**src/rtl/ws44_pkg.sv**
```systemverilog
package ws44_pkg;

    localparam int MAX_COLS    = 256;
    localparam int SAMPLE_BITS = 16;
    localparam int ROWS_CAP    = 256;
    localparam int WIN         = 4;
    localparam int DIM_MIN     = 4;
    localparam int DIM_BITS    = 9;
    localparam int COL_BITS    = $clog2(MAX_COLS);
    localparam int ROW_BITS    = $clog2(ROWS_CAP);
    localparam int CORE_BITS   = 18;
    localparam int RING_BITS   = 20;
    localparam int DIM_RESET   = 64;

    typedef enum logic {
        REG_ROWS = 1'b0,
        REG_COLS = 1'b1
    } t_reg_idx;

    typedef struct packed {
        logic signed [SAMPLE_BITS-1:0] sample;
        logic                          first_of_matrix;
    } t_in_word;

    typedef struct packed {
        logic signed [CORE_BITS-1:0] core_sum;
        logic signed [RING_BITS-1:0] ring_sum;
        logic                        last_result;
    } t_out_word;

    // oldest row first
    typedef struct packed {
        logic signed [SAMPLE_BITS-1:0] ls0;
        logic signed [SAMPLE_BITS-1:0] ls1;
        logic signed [SAMPLE_BITS-1:0] ls2;
    } t_line_word;

    typedef struct packed {
        logic [COL_BITS-1:0] col;
        logic                due;
        logic                last;
    } t_pos;

    typedef struct packed {
        logic                en;
        logic [COL_BITS-1:0] addr;
        t_line_word          word;
    } t_line_wr;

    // partial sums of one window column
    typedef struct packed {
        logic signed [SAMPLE_BITS:0]   top_bot;
        logic signed [SAMPLE_BITS:0]   mid;
        logic signed [SAMPLE_BITS+1:0] full;
    } t_col;

endpackage

```
**src/rtl/ws44_window.sv**
```systemverilog
module ws44_window
    import ws44_pkg::*;
(
    input  logic                          i_clk,
    input  logic                          i_shift,
    input  t_line_word                    i_word,
    input  logic signed [SAMPLE_BITS-1:0] i_sample,
    output logic signed [CORE_BITS-1:0]   o_core,
    output logic signed [RING_BITS-1:0]   o_ring
);

    t_col r_col [WIN];
    t_col n_col;

    always_comb begin
        n_col.top_bot = (SAMPLE_BITS+1)'(i_word.ls0) + (SAMPLE_BITS+1)'(i_sample);
        n_col.mid     = (SAMPLE_BITS+1)'(i_word.ls1) + (SAMPLE_BITS+1)'(i_word.ls2);
        n_col.full    = (SAMPLE_BITS+2)'(n_col.top_bot) + (SAMPLE_BITS+2)'(n_col.mid);
    end

    always_ff @(posedge i_clk) begin
        if (i_shift) begin
            for (int i = 0; i < WIN - 1; i++) begin
                r_col[i] <= r_col[i+1];
            end
            r_col[WIN-1] <= n_col;
        end
    end

    // core is the middle of the two inner columns, ring is everything else
    always_comb begin
        o_core = CORE_BITS'(r_col[1].mid) + CORE_BITS'(r_col[2].mid);
        o_ring = (RING_BITS'(r_col[0].full) + RING_BITS'(r_col[WIN-1].full))
               + (RING_BITS'(r_col[1].top_bot) + RING_BITS'(r_col[2].top_bot));
    end

endmodule

```
**config.mk**
```make
export PLATFORM = sky130hd
export DESIGN_NAME = ws44_window
export DESIGN_NICKNAME = d
export VERILOG_FILES = /design/src/rtl/ws44_pkg.sv /design/src/rtl/ws44_window.sv
export SDC_FILE = /design/constraint.sdc
export NUM_CORES = 1
export LEC_CHECK = 0
export BUFFER_PORTS_ARGS = -buffer_cell sky130_fd_sc_hd__buf_4
export CAP_MARGIN = 0
export CORE_MARGIN = 2
export CORE_UTILIZATION = 35
export CTS_CLUSTER_SIZE = 40
export DETAILED_ROUTE_END_ITERATION = 8
export PLACE_DENSITY = 0.54
export SETUP_SLACK_MARGIN = 0.1
export SYNTH_ARGS = -nofsm -noshare
export SYNTH_HDL_FRONTEND = slang
export SYNTH_SLANG_ARGS = --single-unit
```
**constraint.sdc**
```tcl
create_clock -name i_clk -period 4.71 [get_ports i_clk]
set_input_delay 0.471 -clock i_clk [delete_from_list [all_inputs] [get_ports i_clk]]
set_output_delay 0.471 -clock i_clk [all_outputs]
set_load 0.02 [all_outputs]
```
==> flow_results.org, run 1 <==
** Run status
- The flow ran to the end, and the final reports show no timing, DRC or antenna violations.

** Global route
- Global-route wire length before repair :: between 20000 and 30000 µm
- Total global routing overflow :: 0
- The initial antenna violation count was 0.
- For this run, the total global-route usage over all layers was measured as 12.2%.
- The via count of the first global-routing pass was just under 6000.
- Pin count of the biggest net entering global routing :: ~180

** Routing
- DRT Wirelength :: 17100 µm
- The pre-antenna-repair detailed-routing pass consisted of 4 iterations.
- In the routed design, unresolved DRC markers number 0.
- The detail route stage leaves a number of antenna-violating nets equal to 0.
- Dividing the detail-routed wire length by the instance count gives roughly 14 µm.
- The routed layout has around 5700 vias.
- In this run, the number of DRC markers left after iteration 0 of detailed routing was approximately 330.
- Using the TritonRoute via totals, the vias-per-cell ratio works out to 4.52.

** Cells and area
- Fraction of layout cells with a size suffix above 1 :: a little under a fifth
- The register with the most flip-flops in the layout has around 170 of them.
- Syn-to-layout area delta :: 19.5%
- Summing all non-filler instances in the final layout gives an area of 11600 µm².
- Non-filler instance count after layout :: roughly 1300
- Count of antenna diodes in the layout :: 0
- Fill cell count :: 2502
- Leading registers by flop count :: r_col: 174 flops
- Cells fill about 43% of the core in the end.
- In the final design database the tool counted about 1100 nets.
- Largest register by flop count :: r_col

** Pwr
- Net switching fraction of the power :: a little over two fifths
- Cell-internal power :: 4.84 mW
- Part of the power in the clock network :: between 10% and 20%
- Share of power burned in registers :: 26.5%
- PD cells :: a little over 700 nW/µm²
- In this run, the combinational gates consume between 50% and 60% of the power.
- In this run the power spent charging and discharging nets is around 3.5 mW.
- For this design the static power due to leakage is a little under 5 nW.
- Across the VDD grid, the largest voltage drop is approximately 0.4 mV.
- The completed layout was analyzed and its total power is a little over 8 mW.

** Floorplanning
- Initial core utilization :: 35.9%
- Total die area :: ~29000 µm²
- roughly 100 I/O pins were placed.
- Measured along the x axis, the die boundary spans about 170 µm.
- The floorplan step set the die height to ~170 µm.
- Standard-cell rows :: 60
- The floorplan step defined a core boundary enclosing approximately 27000 µm².

** Yosys
- After synthesis, flip-flops and latches occupy a little over half of the total area.
- EDFF count, synth :: roughly 170
- Summed instance area of the synthesized netlist :: about 10000 µm²
- After synthesis, the mean cell area works out to around 13 µm².
- After synthesis the netlist holds a flip-flop and latch count of ~170.
- Counting every net in the synthesized netlist gives between 900 and 1000.
- Post-synthesis instance total :: between 700 and 800
- The Yosys step of the flow raised 0 warnings.
- Count of unique library cells instantiated by Yosys :: between 50 and 60
- Among all flip-flop cells after synthesis, the most frequent one is edfxtp_1.
- Counting flops with an async set or reset pin after synthesis yields a share of 0%.

** Clocking
- Counting every sink on the clock net gives around 170.
- The longest clock path from root to sink contains 2 buffers.
- TritonCTS created 17 clock buffers.
- TritonCTS built the clock tree.
- The H-tree generated during clock tree synthesis spans 4 levels.
- Root Buffer Master :: clkbuf_16
- Clock-pin slew was measured on the worst setup and hold paths at ~70 ps.
- The later pin in the worst-skew pair is clocked with a latency of just over 400 ps.

** STA
- Share of the clock period used by the worst path :: a little over nine tenths
- Hold violation total from the final report :: 0
- Headroom to the max-slew limit came out at 38.1%.
- The count of pins over their slew limit came to 0.
- Final critical-path required period :: 4570 ps
- Setup repair after global routing could not meet its margin everywhere.
- Setup TNS Final :: 0 ps
- Between clock sinks in the finished design, the worst skew comes to 9.89 ps.
- For this run, the top clock speed supported by timing is between 0.2 and 0.25 GHz.
- Number of failing setup endpoints in the final timing report :: 0
- Actual transition at the worst max-transition pin :: between 900 and 1000 ps

** Critical path
- STA classifies the critical path startpoint as a flop.
- Type of element capturing the critical path :: primary output
- By startpoint and endpoint, the worst setup path is classified as reg -> out.
- At the worst endpoint, the required time is approximately 4200 ps.
- STA puts the critical path data arrival time at around 4000 ps.
- Critical-path maximum fanout :: 2

** Placement
- After detailed placement, the total cell area comes to ~11000 µm².
- Port bufs :: roughly 100
- Routability-driven placement finished with a final weighted congestion of roughly 0.71.
- Placed wire-length estimate after detailed placement :: about 13000 µm
- Cells after DPL :: 1218

** Hold path
- The min-delay analysis places its worst path in the category in -> reg.

** Flow run
- Number of maximum-capacitance violations :: 0
## layer usage
layer	share of wire [%]	global-route usage, %
met2	42	18.4
met4	1.1	3.90
met5	0	0
met3	3.1	2.17
met1	53	17.8
## placed cells by master (no fill, tap or decap), types with 6 or more instances in the layout
cell type,count
edfxtp_1,174
buf_4,106
inv_1,95
ha_1,84
nor2_1,50
xnor2_1,42
fa_1,40
a21oi_1,38
o21ai_0,25
nand2_1,24
xor2_1,23
a21o_1,19
clkbuf_16,17
nor3_1,9
nand3_1,8
a211oi_1,8
o21a_1,8
nand2b_1,7
o21bai_1,6
and3_1,6
## critical path, cell delays in order (launching register included)
cell and delay (ps):
edfxtp_1 380, inv_1 100, fa_1 440, fa_1 510
inv_1 40, ha_1 220, fa_2 370, a21oi_2 130
o21bai_1 100, a21oi_1 200, o211ai_1 150, nand2_1 150
o311ai_2 140, a31o_2 260, a21o_1 190, xnor2_2 120
buf_4 160
## timing repair
item | CTS | global route
resized for setup | 3 | 8
pin swaps | 3 | 5
buffers inserted | 0 | 2
setup endpoints to repair | 3 | 6
hold buffers | 0 | 0
## cell usage after synthesis (3+ instances only)
| cell | count | area (µm²) |
|---|---|---|
| xnor2_1 | 43 | 377 |
| fa_1 | 41 | 821 |
| nand3_1 | 8 | 40.0 |
| o21bai_1 | 6 | 45.0 |
| inv_1 | 95 | 357 |
| nand2b_1 | 7 | 43.8 |
| nor3_1 | 9 | 45.0 |
| ha_1 | 84 | 1050 |
| and3_1 | 6 | 37.5 |
| o31ai_1 | 4 | 30.0 |
| a211oi_1 | 9 | 67.6 |
| o21a_1 | 8 | 60.1 |
| a31oi_1 | 4 | 25.0 |
| nand2_1 | 24 | 90.1 |
| xor2_1 | 23 | 201 |
| or3_1 | 5 | 31.3 |
| nor2b_1 | 5 | 31.3 |
| o211ai_1 | 3 | 22.5 |
| nor2_1 | 50 | 188 |
| a21oi_1 | 42 | 210 |
| a41oi_1 | 3 | 26.3 |
| and2_1 | 4 | 25.0 |
| edfxtp_1 | 174 | 5230 |
| o21ai_0 | 25 | 125 |
| a21o_1 | 19 | 143 |
## power by group through the flow
| stage | registers (mW) | clock network, mW | logic (mW) |
|---|---|---|---|
| after detailed placement | 2.24 | 0 | 4.71 |
| after CTS | 2.21 | 1.35 | 4.74 |
| after global routing | 2.24 | 1.41 | 5.29 |
| after global placement | 2.22 | 0 | 4.67 |
| final | 2.20 | 1.30 | 4.80 |
| after floorplan | 2.17 | 0 | 3.10 |
## per-stage QoR
step / worst slack, ps / hold slack [ps]
after floorplan: 593 / 400
after global placement: 244 / 400
after detailed placement: 150 / 405
after CTS: 25.3 / 394
after global routing: -41.8 / 399
final: 142 / 401
## cell families after synthesis
| kind of cell | count (synthesis) | synth area share, % |
|---|---|---|
| flops | 174 | 53.8 |
| buf+inv | 95 | 3.67 |
| compound gates | 150 | 10.7 |
| simple gates | 127 | 6.24 |
| fa+ha+maj | 127 | 19.5 |
| xor+xnor | 67 | 6.12 |
## worst paths after layout
check | from | endpoint | slack (ps) | depth (start not counted)
worst min register to register | r_col[1][14] | r_col[0][14] | 420 | 0
worst max register to register | r_col[3][1] | r_col[2][1] | 3940 | 1
worst min-delay path | i_sample[0] | r_col[3][35] | 400 | 2
worst max-delay path | r_col[3][1] | o_ring[19] | 140 | 16
## cell type report
| cell class | instances | area (µm²) | share of cell area, % |
|---|---|---|---|
| Clock buffer | 17 | 425 | 3.66 |
| Clock inverter | 15 | 133 | 1.14 |
| Inverter | 95 | 357 | 3.07 |
| Multi-Input combinational cell | 471 | 4190 | 36.0 |
| Sequential cell | 174 | 5230 | 45.0 |
| Tap cell | 372 | 465 | 4.01 |
| Timing Repair Buffer | 108 | 827 | 7.12 |
(Power assumes the default switching activity.)
==> run 2, diff against run 1 <==
- CORE_MARGIN: 2 -> 4
==> flow_results.org, run 2 (synthesis gave the netlist of run 1 again) <==
** STA
- Fmax :: 0.225 GHz (+2.6%)
- Pins Over Slew Limit :: 0 (unchanged)
- Final critical-path required period :: 4450 ps (-116 ps)
- Setup Skew :: 6.10 ps (-3.79 ps)
- Share of the clock period used by the worst path :: 94.5% (-2.5 points)
- Setup repair after global routing could not meet its margin everywhere.
- Number of failing setup endpoints in the final timing report :: 0 (unchanged)
- Final WS setup :: 258 ps (+116 ps)
- The final hold violation count came to 0 (unchanged).
- The total negative setup slack was 0 ps (unchanged).
- Actual transition at the worst max-transition pin :: 1010 ps (+82.7 ps)
- Hold Slack :: 394 ps (-6.86 ps)
- Worst slew margin relative to its limit :: 32.6% (-5.5 points)

** Pwr
- Power after layout :: 8.48 mW (+2.0%)
- The static leakage was 4.85 nW (+0.50%).
- Switching pwr :: 3.51 mW (+1.3%)
- PD cells :: 727 nW/µm² (+1.7%)
- The cell-internal power was 4.97 mW (+2.5%).
- Combinational cell fraction of total power :: 57.8% (about the same)
- The fraction of power spent switching nets is 41.4% (-0.28 points).
- Share of power burned in registers :: 26.0% (-0.5 points)
- Part of the power in the clock network :: 16.3% (+0.6 points)
- The highest ir drop seen on vdd was 0.518 mV (+29%).

** Critical path
- Critical path, cell by cell :: inv_2 > fa_1 > fa_1 > inv_1 > ha_2 > fa_2 > a21oi_2 > o21bai_2 > a21oi_2 > o211ai_1 > nand2_1 > o311ai_4 > a31o_2 > a21o_1 > xnor2_1 > buf_4
- The most critical setup path has its startpoint at r_col[2][36].
- Worst path arrival time :: 3980 ps (-120 ps)
- Delay of the slowest cell on the worst path :: 490 ps (-20 ps)
- Startpoint of the worst-slack reg-to-reg timing path :: r_col[3][13]
- Type of element capturing the critical path :: primary output
- Critical Path Source Type :: flop
- Kind of critical path :: reg -> out
- Worst path required time :: 4240 ps (about the same)
- Crit-path slowest cell :: fa_1
- The maximum net fanout on the critical path was 2 (unchanged).

** Routing
- The number of DRC markers after the initial detailed-route iteration came to 308 (-6.4%).
- The residual antenna-violating net count after detailed routing came to 0 (unchanged).
- Via count :: 5665 (+0.14%)
- Average detailed-routed wire length per instance :: 13.8 µm (+0.83%)
- First drt pass iteration count :: 4 (unchanged)
- The post-detailed-route DRC marker count is 0 (unchanged).
- DRT Wirelength :: 17300 µm (+0.91%)
- The mean number of vias per cell is 4.52 (about the same).

** Global route
- Total global routing overflow :: 0 (unchanged)
- The initial antenna violation count is 0 (unchanged).
- Pin count of the biggest net entering global routing :: 113 (-35%)
- Number of global-route vias before repair :: 5783 (+0.16%)
- Global-route wire length before repair :: 28200 µm (+1.5%)
- Aggregate global-route resource usage :: 11.5% (-0.73 points)

** Hold path
- Worst hold path startpoint :: i_sample[0]
- The path class of the tightest hold or removal check is in -> reg.

** Placement
- Port bufs :: 103 (unchanged)
- Post-placement setup slack :: 150 ps (+0.518 ps)
- The detailed-placement wirelength estimate is 13500 µm (+2.0%).
- The cell count after placement came to 1219 (+0.082%).
- The final weighted congestion in routability-driven placement was 0.728 (+2.7%).

** Cells and area
- The count of non-filler cells in the finished layout came to 1253 (+0.080%).
- The library cells used most frequently in the layout, excluding fill and tap cells, are 174 x edfxtp_1, 109 x buf_4, 93 x inv_1.
- Combined area of the multi-input logic cells :: 4200 µm² (+0.33%)
- r_col holds more flip-flops than any other register.
- The largest registers in the layout are r_col: 174 flops.
- Most common cell after layout, fill and taps aside :: edfxtp_1
- Register area :: 5230 µm² (unchanged)
- From synthesis to final layout, the design area changed by 20.0%.
- Final net count :: 1060 (+0.19%)
- Fill cell count :: 2508 (+0.24%)
- The number of flip-flops in the largest register was 174 (unchanged).
- Count of antenna diodes in the layout :: 0 (unchanged)
- Fraction of layout cells with a size suffix above 1 :: 18.7% (+0.21 points)

** Clocking
- Maximum level of the CTS H-tree :: 4 (unchanged)
- CTS buffer count :: 17 (unchanged)
- Number of sinks on the clock net :: 174 (unchanged)
- Clock-pin slew on the worst setup and hold paths :: 70 ps (about the same)
- Source-to-sink clock delay at the later pin of the worst-skew pair :: 410 ps (about the same)
- The number of hold buffers added after cts came to 0 (unchanged).
- CTS placed an instance of clkbuf_16 at the clock tree root.
- The maximum count of clock buffers along a single path was 2 (unchanged).
- TritonCTS clock tree :: done

** Floorplanning
- Vertical die dimension :: 175 µm (+2.3%)
- Standard-cell rows :: 60 (unchanged)
- The die width came to 175 µm (+2.3%).
- The effective utilization at floorplan came to 35.9% (unchanged).
- The die area is 30500 µm² (+4.7%).
- Placeable core area :: 27100 µm² (unchanged)
- Number of ports placed on the die boundary :: 104 (unchanged)

** Run status
- The run finished with clean final reports.

** Flow run
- The count of max-cap constraint violations was 0 (unchanged).
[run 2: cell types whose count changed in the layout (fill, tap and decap cells not counted), sizes merged]
cell / change
clkinvlp: -2
clkinv: -2
buf: +2
inv: +1
bufinv: +2
[run 2: metrics by stage]
step / util, % / area [µm²]
finish: 43.0 / 11700
global route: 43.0 / 11700
CTS: 42.7 / 11600
detailed placement: 40.6 / 11000
global placement: 40.6 / 11000
floorplan: - / 9720
[run 2: path summary, 6_finish.rpt]
check | slack, ps | cells after the start | end
hold / removal | 390 | 2 | r_col[3][35]
setup / recovery | 260 | 16 | o_ring[19]
hold reg to reg | 410 | 0 | r_col[1][9]
setup reg to reg | 3980 | 0 | r_col[2][13]
[run 2: what timing repair did]
| action | CTS | global route |
|---|---|---|
| resized for setup | 3 | 12 |
| buffers inserted | 0 | 3 |
| pin swaps | 1 | 13 |
| setup endpoints to repair | 3 | 7 |
[run 2: worst max-delay path: cells and delay by family, from the launching register on]
family | cells | cell delay (ps)
AO/OA/AOI/OAI | 7 | 1080
XOR/XNOR | 1 | 140
adder cells (fa/ha/maj) | 4 | 1480
buffers and inverters | 3 | 280
flip-flops | 1 | 420
AND/OR/NAND/NOR | 1 | 200
[run 2: power by group through the flow]
| stage | sequential, mW | clock (mW) | combinational (mW) |
|---|---|---|---|
| after floorplan | 2.17 | 0 | 3.10 |
| after global placement | 2.22 | 0 | 4.69 |
| after detailed placement | 2.24 | 0 | 4.73 |
| after CTS | 2.21 | 1.42 | 4.78 |
| after global routing | 2.23 | 1.50 | 5.41 |
| final | 2.20 | 1.38 | 4.90 |
[run 2: per-layer routing]
metal	track usage, %	up-vias	wire length [µm]	share of wire, %
met5	0	-	0	0
met4	3.14	0	226	1.3
met3	2.08	13	650	3.8
met2	17.4	102	7390	43
met1	17.0	2624	9000	52
li1	-	2926	-	-
[run 2: cell type report]
type                       count  share of cell area (%)
sequential                   174                    44.8
multi-input combinational    471                    36.0
timing repair buffer         110                    7.12
tap                          372                    3.99
clock buffer                  17                    3.65
inverter                      95                    3.06
clock inverter                14                    1.34
