### config.mk
export PLATFORM = sky130hd
export DESIGN_NAME = ws44_pos
export DESIGN_NICKNAME = d
export VERILOG_FILES = /design/src/rtl/ws44_pkg.sv /design/src/rtl/ws44_pos.sv
export SDC_FILE = /design/constraint.sdc
export NUM_CORES = 1
export LEC_CHECK = 0
export ABC_CLOCK_PERIOD_IN_PS = 3200
export BUFFER_PORTS_ARGS = -buffer_cell sky130_fd_sc_hd__buf_2
export CAP_MARGIN = 20
export CORE_UTILIZATION = 53
export CTS_BUF_LIST = sky130_fd_sc_hd__clkbuf_2 sky130_fd_sc_hd__clkbuf_4 sky130_fd_sc_hd__clkbuf_8
export DETAILED_ROUTE_END_ITERATION = 8
export PLACE_DENSITY = 0.79
export SLEW_MARGIN = 20
export SYNTH_ARGS = -nofsm -noshare
export SYNTH_HDL_FRONTEND = slang
export SYNTH_SLANG_ARGS = --single-unit
export TNS_END_PERCENT = 1
### constraint.sdc
create_clock -name i_clk -period 3.2 [get_ports i_clk]
set_clock_uncertainty 0.05 [all_clocks]
set_input_delay 0.16 -clock i_clk [delete_from_list [all_inputs] [get_ports i_clk]]
set_output_delay 0.16 -clock i_clk [all_outputs]
set_load 0.02 [all_outputs]
### src/rtl/ws44_pkg.sv
package ws44_pkg;

    localparam int MAX_COLS    = 256;
    localparam int SAMPLE_BITS = 16;
    localparam int ROWS_CAP    = 256;
    localparam int WIN         = 4;
    localparam int DIM_MIN     = 4;
    localparam int DIM_BITS    = 9;
    localparam int COL_BITS    = $clog2(MAX_COLS);
    localparam int ROW_BITS    = $clog2(ROWS_CAP);
    localparam int CORE_BITS   = 18;
    localparam int RING_BITS   = 20;
    localparam int DIM_RESET   = 64;

    typedef enum logic {
        REG_ROWS = 1'b0,
        REG_COLS = 1'b1
    } t_reg_idx;

    typedef struct packed {
        logic signed [SAMPLE_BITS-1:0] sample;
        logic                          first_of_matrix;
    } t_in_word;

    typedef struct packed {
        logic signed [CORE_BITS-1:0] core_sum;
        logic signed [RING_BITS-1:0] ring_sum;
        logic                        last_result;
    } t_out_word;

    // oldest row first
    typedef struct packed {
        logic signed [SAMPLE_BITS-1:0] ls0;
        logic signed [SAMPLE_BITS-1:0] ls1;
        logic signed [SAMPLE_BITS-1:0] ls2;
    } t_line_word;

    typedef struct packed {
        logic [COL_BITS-1:0] col;
        logic                due;
        logic                last;
    } t_pos;

    typedef struct packed {
        logic                en;
        logic [COL_BITS-1:0] addr;
        t_line_word          word;
    } t_line_wr;

    // partial sums of one window column
    typedef struct packed {
        logic signed [SAMPLE_BITS:0]   top_bot;
        logic signed [SAMPLE_BITS:0]   mid;
        logic signed [SAMPLE_BITS+1:0] full;
    } t_col;

endpackage

### src/rtl/ws44_pos.sv
module ws44_pos
    import ws44_pkg::*;
(
    input  logic                i_clk,
    input  logic                i_rst_n,
    input  logic                i_step,
    input  logic                i_first,
    input  logic [DIM_BITS-1:0] i_rows,
    input  logic [DIM_BITS-1:0] i_cols,
    output t_pos                o_pos
);

    logic [ROW_BITS-1:0] r_row, n_row;
    logic [COL_BITS-1:0] r_col, n_col;
    logic [ROW_BITS-1:0] row_now;
    logic [COL_BITS-1:0] col_now;
    logic [DIM_BITS-1:0] rows, cols, last_row, last_col;

    always_comb begin
        if (i_rows < DIM_BITS'(DIM_MIN)) begin
            rows = DIM_BITS'(DIM_MIN);
        end else if (i_rows > DIM_BITS'(ROWS_CAP)) begin
            rows = DIM_BITS'(ROWS_CAP);
        end else begin
            rows = i_rows;
        end
        if (i_cols < DIM_BITS'(DIM_MIN)) begin
            cols = DIM_BITS'(DIM_MIN);
        end else if (i_cols > DIM_BITS'(MAX_COLS)) begin
            cols = DIM_BITS'(MAX_COLS);
        end else begin
            cols = i_cols;
        end
        last_row = rows - DIM_BITS'(1);
        last_col = cols - DIM_BITS'(1);

        row_now = i_first ? '0 : r_row;
        col_now = i_first ? '0 : r_col;

        o_pos.col  = col_now;
        o_pos.due  = (row_now >= ROW_BITS'(WIN - 1)) && (col_now >= COL_BITS'(WIN - 1));
        o_pos.last = (DIM_BITS'(row_now) == last_row) && (DIM_BITS'(col_now) == last_col);

        // a counter at or past the last index wraps after this word
        if (DIM_BITS'(col_now) >= last_col) begin
            n_col = '0;
            if (DIM_BITS'(row_now) >= last_row) begin
                n_row = '0;
            end else begin
                n_row = row_now + ROW_BITS'(1);
            end
        end else begin
            n_col = col_now + COL_BITS'(1);
            n_row = row_now;
        end
    end

    always_ff @(posedge i_clk) begin
        if (!i_rst_n) begin
            r_row <= '0;
            r_col <= '0;
        end else if (i_step) begin
            r_row <= n_row;
            r_col <= n_col;
        end
    end

endmodule

==> results of run 1 <==
[final timing paths]
path         slack, ns  endpoint       from
max               0.23  r_row[4]  i_cols[3]
min               0.16  r_row[0]    i_rst_n
max reg2reg       0.79  r_row[3]   r_row[4]
min reg2reg       0.40  r_row[6]   r_row[6]
[per-stage QoR]
| stage | util [%] | setup slack [ns] | hold slack (ns) |
|---|---|---|---|
| after floorplan | - | -0.0185 | 0.277 |
| after global placement | 63.4 | 0.0163 | 0.380 |
| after detailed placement | 63.4 | -0.0769 | 0.393 |
| after CTS | 64.5 | 0.218 | 0.169 |
| after global routing | 64.7 | 0.0119 | 0.177 |
| final | 64.7 | 0.227 | 0.164 |
[flip-flops by register name (all words and copies together) (netlist names)]
register and cells:
r_row 8, r_col 8
[power groups by stage]
stage / clock network, uW / registers [uW] / logic [uW]
global placement: 0 / 206 / 127
CTS: 140 / 202 / 130
floorplan: 0 / 206 / 80.6
global route: 149 / 202 / 146
detailed placement: 0 / 206 / 129
finish: 139 / 202 / 130
[final cells by class]
| type | count | area [sq um] |
|---|---|---|
| multi-input combinational | 204 | 1440 |
| fill | 297 | 1180 |
| sequential | 16 | 320 |
| timing repair buffer | 44 | 253 |
| tap | 46 | 57.6 |
| inverter | 13 | 48.8 |
| clock buffer | 4 | 36.3 |
[routing by layer]
| metal | part of all wire (%) | GRT usage [%] |
|---|---|---|
| met5 | 0 | 0 |
| met4 | 0.93 | 6.49 |
| met3 | 3.0 | 2.13 |
| met2 | 49 | 44.6 |
| met1 | 47 | 30.9 |
[layout by cell type, fill, tap and decap left out, types with 2 or more instances in the layout]
cell type   n
a211oi_1    3
nand2_2     2
a22o_1      2
a31o_2      2
nor3_1      5
nor2b_1    15
nand2_1    21
xnor2_1     3
nand4b_1    2
nand3_1    10
o21ai_0     5
o31ai_1     2
o21ai_1     9
nor4_1      3
dfxtp_1    16
ha_1       20
buf_4      13
inv_1      11
o21a_1      4
a21boi_1    4
clkbuf_4    3
nor3_2      2
nand2b_1    5
and3_1      5
nand4_1     7
xor2_1      5
a21oi_1    11
buf_2      31
nor4_2      2
mux2i_1     3
or3_1       2
and2_1      3
nor2_1     18
o22ai_1     4
nor3b_1     3
o211ai_1    2
[worst max-delay path: stages]
cell and delay [ns]:
buf_2 0.10, or3_4 0.40, nor4_4 0.16, nor2_1 0.09, nand2_1 0.09, ha_1 0.17
or2b_4 0.12, a21oi_1 0.04, a41oi_1 0.16, o21ai_1 0.09, ha_1 0.32, a2111oi_2 0.37
o21a_1 0.25, o21a_4 0.19, or3_1 0.12, o21ai_1 0.06, a32o_2 0.21
[kinds of logic (layout without fill, tap and decap cells)]
logic type	after synthesis	count (layout)
adder cells (fa/ha/maj)	20	20
buffers and inverters	20	61
AND/OR/NAND/NOR	113	113
flip-flops	16	16
XOR/XNOR	8	8
AO/OA/AOI/OAI	60	60
multiplexers	3	3
==> metrics, run 1 <==
status complete, but fails checks; failing checks design-rule violations; post-synthesis simple-gate area fraction a little over a third; Routed Antenna Nets 0; largest net degree at the start of global routing 23; cts hold-fix bufs 0; vias in the first global route 1661; antenna violations before repair 0; Int Power between 300 and 400 uW; antenna diode count 0; count leader, synth nand2_1; final count of negative-setup-slack endpoints 0; Reg power frac 42.8%; Root Driver clkbuf_4; RSZ-0062 raised after global routing false; Max-Cap Viols 0; R2R depth 8; asr flop ratio synth 0%; Net Sw Frac 30.3%; Total Wirelength 4320 um; Syn Inst Count 240; RD Place Congestion about 0.86; Max clock buf depth 2; Iter 0 DRT Violations 122; fin area 2160 sq um; Synthesis Warnings 0; IO Pins 32; Clk network pwr share roughly 30%; CTS tree done; drt pass-1 iters 9; syn avg cell area 7.67 sq um; Net Sw Power 142 uW; Post CTS Setup Buffer Count 0; post-CTS sizing 0; layout cell share with drive strength beyond 1 a little under a quarter; CP required 3.35 ns; post-synthesis xor/xnor area fraction around 3.8%; CTS Buf Count 3; H-tree Lvls 1; Clock transition at path regs about 0.10 ns; HPWL Detailed 3370 um; main flop type after synthesis dfxtp_1; fin crit share 92.9%; Die Ht approximately 61 um; power per cell area 218 nW/um^2; Compound-Gate Fraction of Synth Area 23.4%; Final Max Tran Viols 0; first-pass GRT wire length 6900 um; Setup crit end kind register; total global routing track utilization 24.5%; post-synthesis mux area share 1.63%; NumNets Final about 320; die area 3710 sq um; Worst Setup Start Kind input port; synth cell count leaders 21 x nand2_1, 20 x ha_1, 18 x nor2_1; Synth Area in Adders 13.6%; EDFF count, synth 0; largest family of logic cells by synthesized area simple AND/OR/NAND/NOR gates; # rows 21; port bufs 31; unique cell type count in the Yosys netlist 58; Setup TNS 0 ns; Fmax 0.336 GHz; worst slew pin tran 0.446 ns; clk sink count 16; leakage between 0.0009 and 0.001 uW; Placed Area 2120 sq um; Seq/Total Area, Yosys 17.4%; synthesis-stage register bit count 16; VDD IR max roughly 0.22 mV; Final min period 2.97 ns; vias 1888; Setup CP Type in -> reg; syn nets 282; Area contributors post-synth dfxtp_1 17%, ha_1 14%, nor2b_1 5.1%; slew margin rel. 70.2%; drc violations 1; Via-to-Cell Ratio 5.77; overall power 470 uW; Min-Delay Path Depth 2; Synth top area share 17.4%; DR WL/cell 13.2 um; Synth area leader dfxtp_1; crit path max fanout 8; Post-Layout Cell Count 327; gr ovfl total 0; Core Footprint 3340 sq um; Netlist Area Pre-Place 1840 sq um; Initial Utilization 55.2%; area growth from synthesis to layout 17.3%; min-delay worst type in -> reg; crit path DAT 3.12 ns; DP Cell Count 323; Die X-Extent 61.0 um; Skew-Pair Late Insertion Delay 0.29 ns; combinational share of power 27.7%; final hold vios 0
No activity file was read; power rests on OpenSTA's default activity.
==> run 2, diff against run 1 <==
MAX_ROUTING_LAYER = met4   (was unset)
==> metrics, run 2 (synthesis gave the netlist of run 1 again) <==
RD Place Congestion ~0.9; HPWL Detailed between 3000 and 4000 um; Via-to-Cell Ratio a little under 6; largest net degree at the start of global routing 23; vias in the first global route 1660; gr ovfl total 0; overall power 470 uW; Post-Place Setup Slack -0.0769 ns; commonest non-fill, non-tap cells in the layout 31 x buf_2, 21 x nand2_1, 20 x ha_1; worst slew pin tran approximately 0.43 ns; status complete, but fails checks; CTS tree done; CP required between 3 and 4 ns; RSZ-0062 raised after global routing false; Fmax 0.337 GHz; cts hold-fix bufs 0; clk sink count 16; # rows 21; antenna diode count 0; layout cell share with drive strength beyond 1 23.8%; top flop regs r_col x8, r_row x8; fin area 2160 sq um; DR WL/cell 13.2 um; Final Util 64.7%; drt pass-1 iters 8; slowest cell on the critical path or3_4; VDD IR max 0.219 mV; Buf/Inv on CP 1; Placed Area 2120 sq um; drc violations 1; vias 1886; crit path cell chain buf_2 > or3_4 > nor4_4 > nor2_1 > nand2_1 > ha_1 > or2b_4 > a21oi_1 > a41oi_1 > o21ai_1 > ha_1 > a2111oi_2 > o21a_1 > o21a_4 > or3_1 > o21ai_1 > a32o_2; final hold vios 0; min-delay worst type in -> reg; fin crit share 92.8%; Final Max Tran Viols 0; Setup CP Type in -> reg; Iter 0 DRT Violations 105; first-pass GRT wire length 6900 um; Setup crit end kind register; Reg power frac 42.9%; Int Power 328 uW; Total Wirelength 4330 um; power per cell area 218 nW/um^2; combinational share of power roughly 28%; Final min period 2.97 ns; port bufs 31; area growth from synthesis to layout 17.3%; H-tree Lvls 1; total global routing track utilization roughly 25%; slew margin rel. 71.3%; Worst Setup Start Kind input port; Skew-Pair Late Insertion Delay 0.29 ns; Core Footprint 3340 sq um; Routed Antenna Nets 0; Net Sw Frac between 30% and 40%; Die Ht 61.0 um; IO Pins 32; Setup WS post-layout 0.229 ns; Net Sw Power 142 uW; Die X-Extent 61.0 um; Post CTS Setup Buffer Count 0; slowest stage delay, CP 0.40 ns; leakage 0.000965 uW; CTS Buf Count 3; Max clock buf depth 2; Clock transition at path regs 0.10 ns; failing checks design-rule violations; die area between 3000 and 4000 sq um; Clk network pwr share 29.5%; NumNets Final about 320; Initial Utilization 55.2%; Setup TNS 0 ns; final count of negative-setup-slack endpoints 0; Max-Cap Viols 0; commonest non-fill, non-tap cell in the layout buf_2; crit path DAT 3.12 ns; post-CTS sizing 0; antenna violations before repair 0; crit path max fanout 8; top cell family by delay on the critical path compound AO/OA/AOI/OAI gates; Root Driver clkbuf_4
## run 2: path summary, 6_finish.rpt
check / end / start / slack [ns] / depth (start not counted)
worst min-delay path: r_row[0] / i_rst_n / 0.16 / 2
worst max-delay path: r_row[4] / i_cols[3] / 0.23 / 17
worst min register to register: r_row[6] / r_row[6] / 0.40 / 2
worst max register to register: r_row[3] / r_row[4] / 0.79 / 8
## run 2: power by group through the flow
stage	registers [uW]	logic, uW	clock network [uW]
2_1_floorplan	206	80.6	0
3_3_place_gp	206	127	0
3_5_place_dp	206	129	0
4_1_cts	202	130	140
5_1_grt	202	146	149
6_report	202	130	139
## run 2: layout make-up
type                    instances  area (sq um)
inverters                      13          48.8
multi-input cells             204          1440
fillers                       297          1180
repair buffers                 44           253
flip-flops and latches         16           320
clock buffers                   4          36.3
well taps                      46          57.6
## run 2: stage by stage
stage | hold slack [ns] | instances
global placement | 0.380 | 323
global route | 0.177 | 327
detailed placement | 0.393 | 323
finish | 0.163 | 327
CTS | 0.169 | 327
floorplan | 0.277 | 240
## run 2: worst register-to-register path: cells and delay by family, from the launching register on
family                     cells  cell delay [ns]
AOI/OAI and AO/OA              5             1.16
DFF                            1             0.38
and+or+nand+nor                2             0.46
adders and majority gates      1             0.31
## run 2: metal layers
metal	track usage [%]	part of all wire, %
met2	44.6	50
met5	-	0
met4	6.49	0.44
met3	2.13	3.5
met1	30.9	46
==> run 3, diff against run 2 <==
CORE_ASPECT_RATIO = 0.7   (was unset)
GPL_ROUTABILITY_DRIVEN = 0   (was unset)
==> metrics, run 3 (synthesis gave the netlist of run 1 again) <==
Clock transition at path regs ~0.06 ns; antenna violations before repair 0; Max clock buf depth 2; slowest cell on the critical path or3_4; commonest non-fill, non-tap cells in the layout 31 x buf_2, 21 x nand2_1, 20 x ha_1; Net Sw Power 148 uW; largest net degree at the start of global routing 23; Multi-input gate area between 1000 and 1500 sq um; Worst Setup Start Kind input port; final count of negative-setup-slack endpoints 0; gr ovfl total 0; DR WL/cell 14.3 um; fillers 285; clk sink count 16; CTS Buf Count 3; reg2reg start r_col[4]; Worst R2R End r_row[4]; vias in the first global route 1696; commonest non-fill, non-tap cell in the layout buf_2; Int Power approximately 370 uW; Core Footprint 3230 sq um; WL met2 between 2000 and 2500 um; Die X-Extent 72.5 um; Placed Area ~2200 sq um; Fmax 0.337 GHz; area growth from synthesis to layout 20.9%; fin crit share just over 90%; Reg power frac about 39%; hold_ws around 0.22 ns; IO Pins 32; # rows 17; status complete, no violations; combinational share of power 26.3%; Root Driver clkbuf_8; final hold vios 0; RSZ-0062 raised after global routing false; first-pass GRT wire length 7810 um; die area 3720 sq um; CP endpoint r_row[4]; port bufs 31; crit path cell chain buf_2 > or3_4 > nor4_4 > nor2_1 > nand2_1 > ha_1 > or2b_4 > a21oi_1 > a41oi_1 > o21ai_1 > ha_1 > a2111oi_2 > o21a_1 > o21a_4 > or3_1 > o21ai_1 > a32o_2; Total Wirelength approximately 4800 um; leakage 0.00100 uW; slowest stage delay, CP 0.40 ns; Initial Utilization 57.0%; register area roughly 320 sq um; flop-to-flop setup slack 0.75 ns; DRT met1 WL 2360 um; met3 wire len 255 um; Max-Cap Viols 0; total global routing track utilization 27.6%; layout cell share with drive strength beyond 1 25.8%; Top Layer Used met4; cts hold-fix bufs 0; CP required 3.30 ns; CTS tree done; worst slew pin tran 0.459 ns; crit path DAT 3.07 ns; crit path from i_cols[3]; H-tree Lvls 1; Skew-Pair Late Insertion Delay 0.25 ns; Clk network pwr share around a third; Via-to-Cell Ratio 5.80; fin area 2230 sq um; top flop regs r_col x8, r_row x8; HPWL Detailed 3770 um; R2R depth 9; min-delay worst type in -> reg; antenna diode count 0; VDD IR max 0.290 mV; Setup crit end kind register; Iter 0 DRT Violations 113; Final min period 2.97 ns; power per cell area approximately 230 nW/um^2; crit path max fanout 5; NumNets Final between 300 and 400; Net Sw Frac 28.4%; Setup TNS 0 ns; vias between 1500 and 2000; drc violations 0; slew margin rel. 69.3%; drt pass-1 iters 5; Routed Antenna Nets 0; Final Max Tran Viols 0; Setup CP Type in -> reg; Die Ht ~51 um
-- run 3: changes by cell type in the layout (fill, tap and decap cells not counted), sizes merged --
cell  change
buf       +6
-- run 3: worst max-delay path: cells and delay by family --
kind / cells / cell delay, ns
buffers and inverters: 1 / 0.10
AO/OA/AOI/OAI: 8 / 1.32
adder cells (fa/ha/maj): 2 / 0.49
AND/OR/NAND/NOR: 6 / 0.97
-- run 3: timing repair --
action	4_1_cts	5_1_grt
gates resized for setup	0	4
setup buffers	0	0
endpoints found under the setup margin	0	10
-- run 3: worst min path at each step --
stage / from / endpoint / slack (ns) / depth (start not counted)
4_1_cts: i_rst_n / r_col[2] / 0.22 / 2
3_5_place_dp: r_row[7] / r_row[7] / 0.39 / 2
2_1_floorplan: i_rst_n / r_row[4] / 0.28 / 1
3_3_place_gp: r_row[6] / r_row[6] / 0.38 / 2
5_1_grt: i_rst_n / r_row[0] / 0.22 / 2
6_report: i_rst_n / r_row[0] / 0.22 / 2
-- run 3: power by group through the flow --
stage          logic, uW  clock network, uW  registers, uW
3_3_place_gp         132                  0            206
6_report             137                181            202
4_1_cts              136                182            202
5_1_grt              151                193            202
2_1_floorplan       80.6                  0            206
3_5_place_dp         135                  0            206
-- run 3: final cells by class --
type	count	area share, %
Timing Repair Buffer	50	13.4
Multi-Input combinational cell	204	64.9
Inverter	13	2.19
Tap cell	47	2.64
Clock buffer	4	2.47
Sequential cell	16	14.4
-- run 3: routing by layer --
metal  vias up  GRT usage, %
met3         6          2.17
met4         0          6.86
met1       888          39.9
met5         -             -
met2        64          41.7
li1        979             -
-- run 3: per-stage QoR --
step / instances / power [uW] / setup slack, ns / util [%]
floorplan: 240 / 287 / -0.0185 / -
global placement: 330 / 339 / -0.0334 / 66.9
detailed placement: 330 / 341 / -0.0862 / 66.9
CTS: 334 / 520 / 0.113 / 68.6
global route: 334 / 547 / 0.00771 / 68.9
finish: 334 / 520 / 0.233 / 68.9
